$ cat src/design/light_scene_dimmer_defines.svh
// assertion helpers for the scene dimmer
// each expects clk and arst_n in the including module
`ifndef LIGHT_SCENE_DIMMER_DEFINES_SVH
`define LIGHT_SCENE_DIMMER_DEFINES_SVH

// same-cycle implication, quiet while reset is asserted
`define LSD_ASSERT_NOW(label, ante, cons, msg) \
	label: assert property (@(posedge clk) disable iff (!arst_n) (ante) |-> (cons)) \
		else $error(msg);

// next-cycle implication, quiet while reset is asserted
`define LSD_ASSERT_NEXT(label, ante, cons, msg) \
	label: assert property (@(posedge clk) disable iff (!arst_n) (ante) |=> (cons)) \
		else $error(msg);

`endif

$ cat src/design/lsd_pkg.sv
`default_nettype none
package lsd_pkg;

	// request command codes
	localparam logic [1:0] CMD_CALL    = 2'd0;
	localparam logic [1:0] CMD_CAPTURE = 2'd1;
	localparam logic [1:0] CMD_PRIO    = 2'd2;
	localparam logic [1:0] CMD_LOAD    = 2'd3;

	// configuration register indexes
	localparam logic [1:0] REG_THRESHOLD = 2'd0;
	localparam logic [1:0] REG_MIN       = 2'd1;
	localparam logic [1:0] REG_MAX       = 2'd2;
	localparam logic [1:0] REG_DIMMABLE  = 2'd3;

	// special scenes
	localparam logic [6:0] SC_DEC  = 7'd11;
	localparam logic [6:0] SC_INC  = 7'd12;
	localparam logic [6:0] SC_MIN  = 7'd13;
	localparam logic [6:0] SC_STOP = 7'd15;
	localparam logic [6:0] LAST_DEFAULT = 7'd80;

	localparam logic [7:0] DIM_STEP   = 8'd11;
	localparam logic [7:0] FULL_LEVEL = 8'd255;
	localparam logic [7:0] INC_LIMIT  = FULL_LEVEL - DIM_STEP;

	localparam int FLAG_DONT_CARE   = 0;
	localparam int FLAG_IGNORE_PRIO = 1;

	localparam logic [7:0] DFLT_LEVEL [0:80] = '{
		8'd0,   8'd0,   8'd0,   8'd0,   8'd0,   8'd255, 8'd255, 8'd255, 8'd255, 8'd255,
		8'd0,   8'd0,   8'd0,   8'd0,   8'd255, 8'd0,   8'd0,   8'd192, 8'd128, 8'd64,
		8'd192, 8'd128, 8'd64,  8'd192, 8'd168, 8'd64,  8'd192, 8'd168, 8'd64,  8'd192,
		8'd168, 8'd64,  8'd0,   8'd255, 8'd0,   8'd255, 8'd0,   8'd255, 8'd0,   8'd255,
		8'd0,   8'd0,   8'd0,   8'd0,   8'd0,   8'd0,   8'd0,   8'd0,   8'd0,   8'd0,
		8'd0,   8'd255, 8'd0,   8'd0,   8'd0,   8'd0,   8'd0,   8'd0,   8'd0,   8'd0,
		8'd0,   8'd0,   8'd0,   8'd0,   8'd0,   8'd255, 8'd0,   8'd0,   8'd0,   8'd0,
		8'd255, 8'd255, 8'd0,   8'd0,   8'd0,   8'd255, 8'd255, 8'd255, 8'd0,   8'd0,
		8'd0
	};

	// bit 0 dont-care, bit 1 ignore-priority
	localparam logic [1:0] DFLT_FLAGS [0:80] = '{
		2'd0, 2'd2, 2'd2, 2'd2, 2'd2, 2'd0, 2'd2, 2'd2, 2'd2, 2'd2,
		2'd2, 2'd0, 2'd0, 2'd2, 2'd2, 2'd2, 2'd1, 2'd0, 2'd0, 2'd0,
		2'd0, 2'd0, 2'd0, 2'd0, 2'd0, 2'd0, 2'd0, 2'd0, 2'd0, 2'd0,
		2'd0, 2'd0, 2'd0, 2'd0, 2'd0, 2'd0, 2'd0, 2'd0, 2'd0, 2'd0,
		2'd1, 2'd1, 2'd2, 2'd2, 2'd2, 2'd2, 2'd2, 2'd2, 2'd2, 2'd2,
		2'd2, 2'd2, 2'd2, 2'd2, 2'd2, 2'd2, 2'd1, 2'd1, 2'd1, 2'd1,
		2'd1, 2'd1, 2'd1, 2'd1, 2'd2, 2'd2, 2'd1, 2'd2, 2'd2, 2'd2,
		2'd3, 2'd3, 2'd2, 2'd3, 2'd1, 2'd1, 2'd1, 2'd1, 2'd1, 2'd1,
		2'd1
	};

	// what the back end has to do with one request
	typedef enum logic [2:0] {
		K_NOP,
		K_DEC,
		K_INC,
		K_MIN,
		K_CALL,
		K_CAPTURE,
		K_PRIO,
		K_LOAD
	} kind_t;

	typedef struct packed {
		kind_t      kind;
		logic [6:0] scene;
		logic [7:0] value;
		logic [7:0] dflt_level;
		logic [1:0] flags;
	} op_t;

	typedef struct packed {
		logic [7:0] drive_value;
		logic       drive_update;
		logic       slow_transition;
		logic [7:0] brightness_now;
		logic       lamp_on;
	} res_t;

	typedef enum logic {
		ST_IDLE,
		ST_EXEC
	} exec_state_t;

endpackage
`default_nettype wire

$ cat src/design/light_scene_dimmer.sv
// light_scene_dimmer: scene controller for one lamp. a front end classifies each request
// (call, capture, set priority, load brightness) and queues it; a back end keeps the
// brightness, on and priority state and a per-scene level store, and queues one result
// per request. the back end reads the scene level store for a request, then executes it:
// computes, updates state, writes a capture back and stalls on a full result queue. only
// then is the next request fetched. results stay queued until popped, and requests keep
// being taken while the input queue has room. the level store needs no clearing pass
// after reset: each scene has a valid bit, and an uncaptured scene reads its default.
`default_nettype none
module light_scene_dimmer
	import lsd_pkg::*;
#(
	parameter int NUM_SCENES = 128
) (
	input  wire logic       clk,
	input  wire logic       arst_n,
	// request side
	input  wire logic       push,
	output logic            full,
	input  wire logic [1:0] command,
	input  wire logic [6:0] scene_number,
	input  wire logic [7:0] value,
	// result side
	output logic            empty,
	input  wire logic       pop,
	output logic [7:0]      drive_value,
	output logic            drive_update,
	output logic            slow_transition,
	output logic [7:0]      brightness_now,
	output logic            lamp_on,
	// configuration writes
	input  wire logic       cfg_we,
	input  wire logic [1:0] cfg_index,
	input  wire logic [7:0] cfg_data
);

	localparam int OP_DEPTH  = 2;
	localparam int RES_DEPTH = 2;

	// front to back queue
	op_t  op_in;
	op_t  op_out;
	logic op_push;
	logic op_full;
	logic op_empty;
	logic op_pop;

	// back to output queue
	res_t res_in;
	res_t res_out;
	logic res_push;
	logic res_full;

	lsd_front #(
		.NUM_SCENES(NUM_SCENES)
	) u_front (
		.push        (push),
		.full        (full),
		.command     (command),
		.scene_number(scene_number),
		.value       (value),
		.op_push     (op_push),
		.op          (op_in),
		.op_full     (op_full)
	);

	// decouples classification from execution
	lsd_fifo #(
		.WIDTH($bits(op_t)),
		.DEPTH(OP_DEPTH)
	) u_op_queue (
		.clk   (clk),
		.arst_n(arst_n),
		.push  (op_push),
		.wdata (op_in),
		.full  (op_full),
		.pop   (op_pop),
		.rdata (op_out),
		.empty (op_empty)
	);

	lsd_back #(
		.NUM_SCENES(NUM_SCENES)
	) u_back (
		.clk      (clk),
		.arst_n   (arst_n),
		.cfg_we   (cfg_we),
		.cfg_index(cfg_index),
		.cfg_data (cfg_data),
		.op_valid (!op_empty),
		.op       (op_out),
		.op_pop   (op_pop),
		.res_push (res_push),
		.res      (res_in),
		.res_full (res_full)
	);

	// finished results wait here until popped
	lsd_fifo #(
		.WIDTH($bits(res_t)),
		.DEPTH(RES_DEPTH)
	) u_res_queue (
		.clk   (clk),
		.arst_n(arst_n),
		.push  (res_push),
		.wdata (res_in),
		.full  (res_full),
		.pop   (pop),
		.rdata (res_out),
		.empty (empty)
	);

	assign drive_value     = res_out.drive_value;
	assign drive_update    = res_out.drive_update;
	assign slow_transition = res_out.slow_transition;
	assign brightness_now  = res_out.brightness_now;
	assign lamp_on         = res_out.lamp_on;

endmodule
`default_nettype wire

$ cat src/design/lsd_ram.sv
`default_nettype none
module lsd_ram #(
	parameter int WIDTH = 8,
	parameter int DEPTH = 128
) (
	input  wire logic                     clk,
	input  wire logic                     we,
	input  wire logic [$clog2(DEPTH)-1:0] waddr,
	input  wire logic [WIDTH-1:0]         wdata,
	input  wire logic                     re,
	input  wire logic [$clog2(DEPTH)-1:0] raddr,
	output logic      [WIDTH-1:0]         rdata
);

	logic [WIDTH-1:0] mem_q [DEPTH];

	always_ff @(posedge clk) begin
		if (we) begin
			mem_q[waddr] <= wdata;
		end
		if (re) begin
			rdata <= mem_q[raddr];
		end
	end

endmodule
`default_nettype wire

$ cat src/design/lsd_fifo.sv
`default_nettype none
module lsd_fifo #(
	parameter int WIDTH = 8,
	parameter int DEPTH = 2
) (
	input  wire logic             clk,
	input  wire logic             arst_n,
	input  wire logic             push,
	input  wire logic [WIDTH-1:0] wdata,
	output logic                  full,
	input  wire logic             pop,
	output logic      [WIDTH-1:0] rdata,
	output logic                  empty
);

	localparam int PW = (DEPTH > 1) ? $clog2(DEPTH) : 1;
	localparam int CW = $clog2(DEPTH + 1);
	localparam logic [PW-1:0] LAST = PW'(DEPTH - 1);
	localparam logic [CW-1:0] FULL_CNT = CW'(DEPTH);

	logic [WIDTH-1:0] mem_q [DEPTH];
	logic [PW-1:0]    wr_ptr_q;
	logic [PW-1:0]    rd_ptr_q;
	logic [CW-1:0]    count_q;
	logic             do_push;
	logic             do_pop;

	assign full    = (count_q == FULL_CNT);
	assign empty   = (count_q == '0);
	assign do_push = push && !full;
	assign do_pop  = pop && !empty;
	assign rdata   = mem_q[rd_ptr_q];

	always_ff @(posedge clk) begin
		if (do_push) begin
			mem_q[wr_ptr_q] <= wdata;
		end
	end

	always_ff @(posedge clk or negedge arst_n) begin
		if (!arst_n) begin
			wr_ptr_q <= '0;
			rd_ptr_q <= '0;
			count_q  <= '0;
		end else begin
			if (do_push) begin
				wr_ptr_q <= (wr_ptr_q == LAST) ? '0 : wr_ptr_q + 1'b1;
			end
			if (do_pop) begin
				rd_ptr_q <= (rd_ptr_q == LAST) ? '0 : rd_ptr_q + 1'b1;
			end
			if (do_push && !do_pop) begin
				count_q <= count_q + 1'b1;
			end else if (do_pop && !do_push) begin
				count_q <= count_q - 1'b1;
			end
		end
	end

endmodule
`default_nettype wire

$ cat src/design/lsd_front.sv
`default_nettype none
module lsd_front
	import lsd_pkg::*;
#(
	parameter int NUM_SCENES = 128
) (
	input  wire logic       push,
	output logic            full,
	input  wire logic [1:0] command,
	input  wire logic [6:0] scene_number,
	input  wire logic [7:0] value,
	output logic            op_push,
	output op_t             op,
	input  wire logic       op_full
);

	localparam logic [8:0] SCENE_LIMIT = 9'(NUM_SCENES);

	logic       in_store;
	logic [6:0] dflt_idx;

	assign full     = op_full;
	assign op_push  = push && !op_full;
	assign in_store = ({2'b00, scene_number} < SCENE_LIMIT);
	// scenes past the table share its last entry
	assign dflt_idx = (scene_number > LAST_DEFAULT) ? LAST_DEFAULT : scene_number;

	always_comb begin
		op.scene      = scene_number;
		op.value      = value;
		op.dflt_level = DFLT_LEVEL[dflt_idx];
		op.flags      = DFLT_FLAGS[dflt_idx];
		op.kind       = K_NOP;
		case (command)
			CMD_CALL: begin
				if (scene_number == SC_DEC) begin
					op.kind = K_DEC;
				end else if (scene_number == SC_INC) begin
					op.kind = K_INC;
				end else if (scene_number == SC_MIN) begin
					op.kind = K_MIN;
				end else if (scene_number == SC_STOP) begin
					op.kind = K_NOP;
				end else if (in_store) begin
					op.kind = K_CALL;
				end
			end
			CMD_CAPTURE: begin
				if (in_store) begin
					op.kind = K_CAPTURE;
				end
			end
			CMD_PRIO: begin
				op.kind = K_PRIO;
			end
			CMD_LOAD: begin
				op.kind = K_LOAD;
			end
			default: begin
				op.kind = K_NOP;
			end
		endcase
	end

endmodule
`default_nettype wire

$ cat src/design/lsd_back.sv
`default_nettype none
`include "light_scene_dimmer_defines.svh"
module lsd_back
	import lsd_pkg::*;
#(
	parameter int NUM_SCENES = 128
) (
	input  wire logic       clk,
	input  wire logic       arst_n,
	input  wire logic       cfg_we,
	input  wire logic [1:0] cfg_index,
	input  wire logic [7:0] cfg_data,
	input  wire logic       op_valid,
	input  wire op_t        op,
	output logic            op_pop,
	output logic            res_push,
	output res_t            res,
	input  wire logic       res_full
);

	localparam int AW = $clog2(NUM_SCENES);

	exec_state_t state_q;
	exec_state_t state_nxt;

	logic [7:0] thr_q;
	logic [7:0] min_q;
	logic [7:0] max_q;
	logic       dim_q;

	logic [7:0] lvl_q;
	logic       on_q;
	logic       prio_q;
	logic       valid_q [NUM_SCENES];

	op_t        op_s1;
	logic       valid_s1;
	logic [7:0] ram_rdata;
	logic [AW-1:0] raddr;
	logic [AW-1:0] waddr;

	logic [7:0] eff_min;
	logic [7:0] stored_lvl;
	logic [7:0] step_lvl;
	logic [7:0] nxt_lvl;
	logic       nxt_on;
	logic       nxt_prio;
	logic       upd;
	logic       slow;
	logic       capture;
	logic       finish;

	assign raddr  = AW'(op.scene);
	assign waddr  = AW'(op_s1.scene);
	assign finish = (state_q == ST_EXEC) && !res_full;

	lsd_ram #(
		.WIDTH(8),
		.DEPTH(NUM_SCENES)
	) u_level_ram (
		.clk  (clk),
		.we   (capture),
		.waddr(waddr),
		.wdata(lvl_q),
		.re   (op_pop),
		.raddr(raddr),
		.rdata(ram_rdata)
	);

	// sequencer: fetch then execute
	always_comb begin
		state_nxt = state_q;
		case (state_q)
			ST_IDLE: begin
				if (op_valid) begin
					state_nxt = ST_EXEC;
				end
			end
			ST_EXEC: begin
				if (!res_full) begin
					state_nxt = ST_IDLE;
				end
			end
			default: begin
				state_nxt = ST_IDLE;
			end
		endcase
	end

	always_comb begin
		op_pop   = 1'b0;
		res_push = 1'b0;
		case (state_q)
			ST_IDLE: begin
				op_pop = op_valid;
			end
			ST_EXEC: begin
				res_push = !res_full;
			end
			default: begin
				op_pop   = 1'b0;
				res_push = 1'b0;
			end
		endcase
	end

	// never-captured scenes read their default level
	assign stored_lvl = valid_s1 ? ram_rdata : op_s1.dflt_level;
	assign eff_min    = (min_q == 8'd0) ? 8'd1 : min_q;

	always_comb begin
		step_lvl = lvl_q;
		if (op_s1.kind == K_DEC) begin
			step_lvl = (lvl_q > DIM_STEP) ? lvl_q - DIM_STEP : 8'd1;
			if (step_lvl < eff_min) begin
				step_lvl = eff_min;
			end
		end else begin
			step_lvl = (lvl_q < INC_LIMIT) ? lvl_q + DIM_STEP : FULL_LEVEL;
			if (step_lvl > max_q) begin
				step_lvl = max_q;
			end
		end
	end

	always_comb begin
		nxt_lvl  = lvl_q;
		nxt_on   = on_q;
		nxt_prio = prio_q;
		upd      = 1'b0;
		slow     = 1'b0;
		capture  = 1'b0;
		case (op_s1.kind)
			K_DEC, K_INC: begin
				if (on_q && !prio_q && (step_lvl != lvl_q)) begin
					nxt_lvl = step_lvl;
					nxt_on  = (step_lvl != 8'd0);
					upd     = 1'b1;
					slow    = 1'b1;
				end
			end
			K_MIN: begin
				nxt_lvl = eff_min;
				nxt_on  = 1'b1;
				upd     = 1'b1;
			end
			K_CALL: begin
				if (!op_s1.flags[FLAG_DONT_CARE] &&
					(!prio_q || op_s1.flags[FLAG_IGNORE_PRIO])) begin
					nxt_lvl = stored_lvl;
					nxt_on  = (stored_lvl != 8'd0);
					upd     = 1'b1;
				end
			end
			K_CAPTURE: begin
				capture = finish;
			end
			K_PRIO: begin
				nxt_prio = op_s1.value[0];
			end
			K_LOAD: begin
				nxt_lvl = op_s1.value;
				nxt_on  = on_q || (op_s1.value != 8'd0);
			end
			default: begin
				nxt_lvl = lvl_q;
			end
		endcase
	end

	always_comb begin
		res.drive_value = 8'd0;
		if (upd && nxt_on) begin
			if (dim_q) begin
				res.drive_value = nxt_lvl;
			end else if (nxt_lvl >= thr_q) begin
				res.drive_value = FULL_LEVEL;
			end
		end
		res.drive_update    = upd;
		res.slow_transition = slow;
		res.brightness_now  = nxt_lvl;
		res.lamp_on         = nxt_on;
	end

	always_ff @(posedge clk) begin
		if (op_pop) begin
			op_s1    <= op;
			valid_s1 <= valid_q[raddr];
		end
	end

	always_ff @(posedge clk or negedge arst_n) begin
		if (!arst_n) begin
			state_q <= ST_IDLE;
			thr_q   <= 8'd128;
			min_q   <= 8'd1;
			max_q   <= 8'd255;
			dim_q   <= 1'b1;
			lvl_q   <= 8'd0;
			on_q    <= 1'b0;
			prio_q  <= 1'b0;
			for (int i = 0; i < NUM_SCENES; i++) begin
				valid_q[i] <= 1'b0;
			end
		end else begin
			state_q <= state_nxt;
			if (cfg_we) begin
				case (cfg_index)
					REG_THRESHOLD: thr_q <= cfg_data;
					REG_MIN:       min_q <= cfg_data;
					REG_MAX:       max_q <= cfg_data;
					REG_DIMMABLE:  dim_q <= cfg_data[0];
					default:       dim_q <= dim_q;
				endcase
			end
			if (finish) begin
				lvl_q  <= nxt_lvl;
				on_q   <= nxt_on;
				prio_q <= nxt_prio;
			end
			if (capture) begin
				valid_q[waddr] <= 1'b1;
			end
		end
	end

	`LSD_ASSERT_NOW(a_exec_delivers, (state_q == ST_EXEC) && !res_full, res_push,
		"execute stage with room did not deliver")
	`LSD_ASSERT_NOW(a_no_push_full, res_push, !res_full, "result pushed into full queue")
	`LSD_ASSERT_NOW(a_slow_needs_update, res_push && res.slow_transition, res.drive_update,
		"slow transition without drive update")
	`LSD_ASSERT_NOW(a_quiet_drive, res_push && !res.drive_update, res.drive_value == 8'd0,
		"drive value set without update")
	`LSD_ASSERT_NEXT(a_fetch_to_exec, op_pop, state_q == ST_EXEC,
		"fetched request not executed next")

endmodule
`default_nettype wire

$ cat config.mk
export PLATFORM = sky130hd
export DESIGN_NAME = light_scene_dimmer
export DESIGN_NICKNAME = d
export VERILOG_FILES = /design/src/design/lsd_pkg.sv /design/src/design/light_scene_dimmer.sv /design/src/design/lsd_ram.sv /design/src/design/lsd_fifo.sv /design/src/design/lsd_front.sv /design/src/design/lsd_back.sv
export VERILOG_INCLUDE_DIRS = /design/src /design/src/design
export SDC_FILE = /design/constraint.sdc
export NUM_CORES = 2
export LEC_CHECK = 0
export BUFFER_PORTS_ARGS = -buffer_cell sky130_fd_sc_hd__buf_2
export CAP_MARGIN = 20
export CORE_MARGIN = 1
export CORE_UTILIZATION = 40
export DETAILED_ROUTE_END_ITERATION = 16
export PLACE_DENSITY = 0.59
export SLEW_MARGIN = 40
export SYNTH_ARGS = -nofsm -noshare
export SYNTH_HDL_FRONTEND = slang
export SYNTH_SLANG_ARGS = --single-unit
$ cat constraint.sdc
create_clock -name clk -period 10.5 [get_ports clk]
set_input_delay 1.575 -clock clk [delete_from_list [all_inputs] [get_ports clk]]
set_output_delay 1.575 -clock clk [all_outputs]
set_load 0.03 [all_outputs]
# Word level (Yosys, flattened, before mapping)
# Memories as Yosys holds them, arrays and structs flattened. A register that Yosys moved wholly into a read port is not among the register bits.
# Cells that the tools add are included.
# Widths: inputs -> output; s select.
# word_totals
ram_bits,1118
word_cells,296
mem_bits_ro,1280
memories,5
input_bits,32
out_inout_bits,21
regBits,201
# op_classes
order_cmp,10
n_bitwise,5
reduce_logical,43
addsub,10
muxes,55
eq_ne,20
# memory_table
name,depth,width,rd,rd_ports_with_merged_regs,wr,line,text
(no name shown),128,8,1,0,0,lsd_front.sv:31,op.dflt_level = DFLT_LEVEL[dflt_idx];
u_back.u_level_ram.mem_q,128,8,1,1,1,lsd_ram.sv:15,logic [WIDTH-1:0] mem_q [DEPTH];
(no name shown),128,2,1,0,0,lsd_front.sv:32,op.flags = DFLT_FLAGS[dflt_idx];
u_op_queue.mem_q,2,28,1,0,1,lsd_fifo.sv:21,logic [WIDTH-1:0] mem_q [DEPTH];
u_res_queue.mem_q,2,19,1,0,1,lsd_fifo.sv:21,
# ops
cell,count
$or 128x128->128,1
$mux 8,14
$pmux 8 s4,1
$eq 7x4->1 const B,4
$ge 8x8->1 const B,3
$not 7->8,3
$reduce_bool 8->1,3
$mux 1,23
$logic_and 1x1->1,15
$eq 2x2->1 const B,6
$eq 3x3->1 const B,4
$mux 2,6
$mux 3,4
$pmux 3 s4,1
$logic_not 1->1,10
$reduce_and 2->1,5
$add 8x4->8 const B,1
$ge 8x8->1,1
$gt 8x4->1 const B,1
$gt 8x8->1,1
$logic_not 2->1,4
$logic_not 8->1,1
$lt 8x1->1 const B,1
$lt 8x8->1,1
20 further kinds,29

# Longest topological paths before layout
# depth
depth_word,13
ltp_mapped,31
depth_no_buf,28

# Cells and area by module
# From an unflattened synthesis, not the netlist that was laid out.
# hier_totals
cells_unflattened,2856
hier_area_um2,54823.8
# by_module_without_submodules
module,seq_area_each_um2,area_per_inst_um2,instances,cells_each
lsd_ram,30989.7,39745.6,1,1635
lsd_back,4988.5,10547.6,1,938
lsd_fifo (u_op_queue),1781.7,2264.7,1,106
lsd_fifo (u_res_queue),1241.2,1566.5,1,78
lsd_front,0.0,695.7,1,98
light_scene_dimmer,0.0,3.8,1,1

# Worst setup path after synthesis
# OpenSTA, ideal clock, no wires.
# synth_path
path_type,reg-to-reg
from,register u_back.lvl_q[1]
to,"memory u_res_queue.mem_q[0][11] (netlist name), data pin"
setup_ns,0.275
t_arrival_ns,7.048
path_slack_ns,3.176
required_time_ns,10.225
path_stages_with_launch,32
period_less_slack_ns,7.324
path_buffers,3
cell_sequence,dfrtp_1 > clkbuf_1 > inv_1 > ha_1 > o21a_1 > nor2_1 > mux2_2 > ha_1 > nand4_1 > nand2b_1 > and2_1 > clkbuf_1 > nor3_1 > nor3_1 > nand3b_1 > o31ai_1 > a21boi_4 > buf_6 > o21ai_1 > o2bb2ai_1 > inv_1 > ha_1 > a21o_1 > a21o_1 > a21o_1 > a21o_1 > a21oi_1 > nor2b_1 > o21ai_0 > nand2_1 > o211ai_2 > a21oi_1
# synth_lines
item,line,text
from (decl),lsd_back.sv:31,logic [7:0] lvl_q;
from (signal assigned),lsd_back.sv:218,lvl_q <= nxt_lvl;
to (decl),lsd_fifo.sv:21,

==> impl_metrics.toml <==
[final_layout]
n_fill_cell = 12200
multi_input_comb_area_um2 = 15400
nets = 4640
final_cell_mix = "1259 x nand2_1, 1143 x edfxtp_1, 592 x nand3_1, 197 x a311oi_1, 152 x dfrtp_1"
final-seq-area_um2 = 38700
layout_commonest_cell = "nand2_1"
layout-drive-gt1-share_pct = 13.8
syn_to_final_growth_pct = 12.8

[worst_setup_path]
worst-path-buf-inv = 2
max_stage_delay_ps = 840
crit_type = "reg -> reg"
cp-end-kind = "flop"
crit_required_ps = 10970
start_kind = "flop"
cp_top_family = "compound AO/OA/AOI/OAI gates"
crit_path_max_fanout = 82
slowest_stage = "dfrtp_4"
cp.arrival_ps = 8090

[global_route]
grt_remaining_overflow = 0
grt_max_degree = 174
grt_usage_pct = 20.7
antenna_found_initial = 3
grt_pass1_vias = 34700
grt_pass1_wl_um = 223000

[yosys]
synth_nets = 4674
synth-edff-count = 1143
ys_seq_elements = 1315
yosys-top-cells-area = "edfxtp_1 62%, nand2_1 8.6%, dfrtp_1 7.3%, nand3_1 5.4%, a311oi_1 3.1%"
ys_seq_area_share_pct = 70.1
syn-mean-instance-area_um2 = 12.0
synth_top_area_share_pct = 62.3
synth_ff_type = "edfxtp_1"
synth.distinct_cells = 72
yosysWarnings = 0
synth_top_area_cell = "edfxtp_1"
async_flop_share_pct = 13.1
synthCells = 4608
synth_area_um2 = 55100

[timing]
finalSetupTns_ps = 0
worst_slew_pin_slew_ps = 912
skew_ps = 28.2
layout_min_cycle_time_ps = 7620
final.period_utilization_pct = 72.6
rsz0062_at_grt = "no"
slew_headroom_pct = 39.2
hold_viol_final = 0
fmax_mhz = 131
setup_violations = 0
worst_slack_ps = 2880
slew_violations = 0

[floorplan]
io_pins = 53
rows = 135
die-area_um2 = 139000
die_h_um = 373
die_w_um = 373
core_um2 = 136000
start_util_pct = 40.5

[cts]
clock_latency_ps = 770
htree_levels = 4
numCtsBuffers = 138
cts-root-buf = "clkbuf_16"
path_clk_slew_ps = 60
cts_buffer_depth = 3
cts_tree = "built"
hold_buffers = 0
cts_setup_buffers = 0
cts.sinks = 1315
cts.repair.resized = 0

[job]
maxCapViolations = 0

[worst_hold_path]
hp-class = "reg -> reg"

[pwr]
powerDensity_nw_per_um2 = 294
max-vdd-ir-drop_v = 0.000282
leakage_uw = 0.0225

[detailed_routing]
wirelength_um = 147000
firstDrtPassIters = 5
vias = 36300
ant_nets = 0
drt_iter0_drc = 3804
drc_errors = 0
wl_per_cell_um = 22.6
via_per_inst = 5.62

[placed_design]
place_ws_ps = 3010
place_congestion = 0.827
io_buffers = 52
dp_hpwl_um = 81600

[status]
status = "finished clean"
worst paths after layout:
check	from	to	slack, ps	depth (start not counted)
max in group asynchronous	arst_n	u_back.lvl_q[5]$_DFFE_PN0P_	8260	3
setup reg to reg	u_back.lvl_q[4]$_DFFE_PN0P_	u_res_queue.mem_q[1][13]$_DFFE_PP_	2880	28
hold / removal	u_back.valid_q[84]$_DFFE_PN0P_	u_back.valid_q[84]$_DFFE_PN0P_	460	1
hold reg to reg	u_back.valid_q[84]$_DFFE_PN0P_	u_back.valid_q[84]$_DFFE_PN0P_	460	1
setup / recovery	u_back.lvl_q[4]$_DFFE_PN0P_	u_res_queue.mem_q[1][13]$_DFFE_PP_	2880	28
min in group asynchronous	arst_n	u_back.valid_q[90]$_DFFE_PN0P_	670	1
registers in the layout, indices dropped and copies added (netlist names), 2 cells and up:
register / cells
u_back.waddr: 7
u_op_queue.mem_q: 48
u_back.u_level_ram.rdata: 8
u_back.op_s1: 17
u_back.min_q: 8
u_res_queue.mem_q: 38
u_back.u_level_ram.mem_q: 1024
u_res_queue.count_q: 2
u_back.thr_q: 8
u_back.valid_q: 128
u_back.lvl_q: 8
u_back.max_q: 8
u_op_queue.count_q: 2
metal layers:
metal  GRT usage [%]  wire length (µm)
met1            30.3             67000
met4            6.76              3940
met3            3.21              8930
met2            31.6             66700
met5               0                13
power breakdown:
| group | switching (µW) | leakage [µW] | internal, µW |
|---|---|---|---|
| clock network | 2070 | 0.00220 | 2830 |
| logic | 4470 | 0.00758 | 1770 |
| registers | 469 | 0.0127 | 6710 |
| total | 7000 | 0.0225 | 11300 |
Yosys cell counts, types with 13 or more instances:
master	n
nand3_1	592
a31oi_1	24
dfrtp_1	161
or2_2	130
mux2i_1	14
a311oi_1	198
mux2_2	60
a21oi_1	91
clkbuf_1	261
xnor2_1	13
o21ai_0	67
edfxtp_1	1143
and3_1	74
ha_1	34
nor2_1	180
nand2_1	1259
buf_1	30
nand2b_1	13
inv_1	64
nor3_1	15
through the flow:
| step | cells | util (%) | total power [µW] | hold slack [ps] | instance area [µm²] |
|---|---|---|---|---|---|
| finish | 6471 | 45.7 | 18300 | 465 | 62200 |
| global route | 6470 | 45.7 | 19200 | 469 | 62200 |
| CTS | 6463 | 45.5 | 18300 | 467 | 61900 |
| detailed placement | 6208 | 42.2 | 13400 | 451 | 57400 |
| global placement | 6206 | 42.0 | 13300 | 448 | 57200 |
| floorplan | 4608 | - | 11100 | 439 | 55100 |
logic make-up (layout without fill, tap and decap cells):
logic type	after synthesis	in the layout	synth area share (%)
and+or+nand+nor	2308	2308	18.3
xor gates and xnor gates	23	23	0.365
DFF	1315	1315	70.1
buffers and inverters	364	445	2.50
muxes	74	74	1.48
other	0	1	0
AOI/OAI and AO/OA	490	490	6.45
adders and majority gates	34	34	0.772
worst register-to-register path, delay by kind of cell (launching register included):
kind	cells	cell delay [ps]
buffers and inverters	2	1020
adders and majority gates	2	520
muxes	1	180
AOI/OAI and AO/OA	15	3670
DFF	1	840
and+or+nand+nor	7	950
xor gates and xnor gates	1	170
final cells by class:
cell class	instances	area share, %
Tap cell	1781	3.58
Antenna cell	1	0.00402
Multi-Input combinational cell	2929	24.8
Clock buffer	194	6.19
Inverter	69	0.441
Sequential cell	1315	62.2
Timing Repair Buffer	121	1.71
Clock inverter	61	1.07
Note: power is estimated with default switching activity, not from simulation.
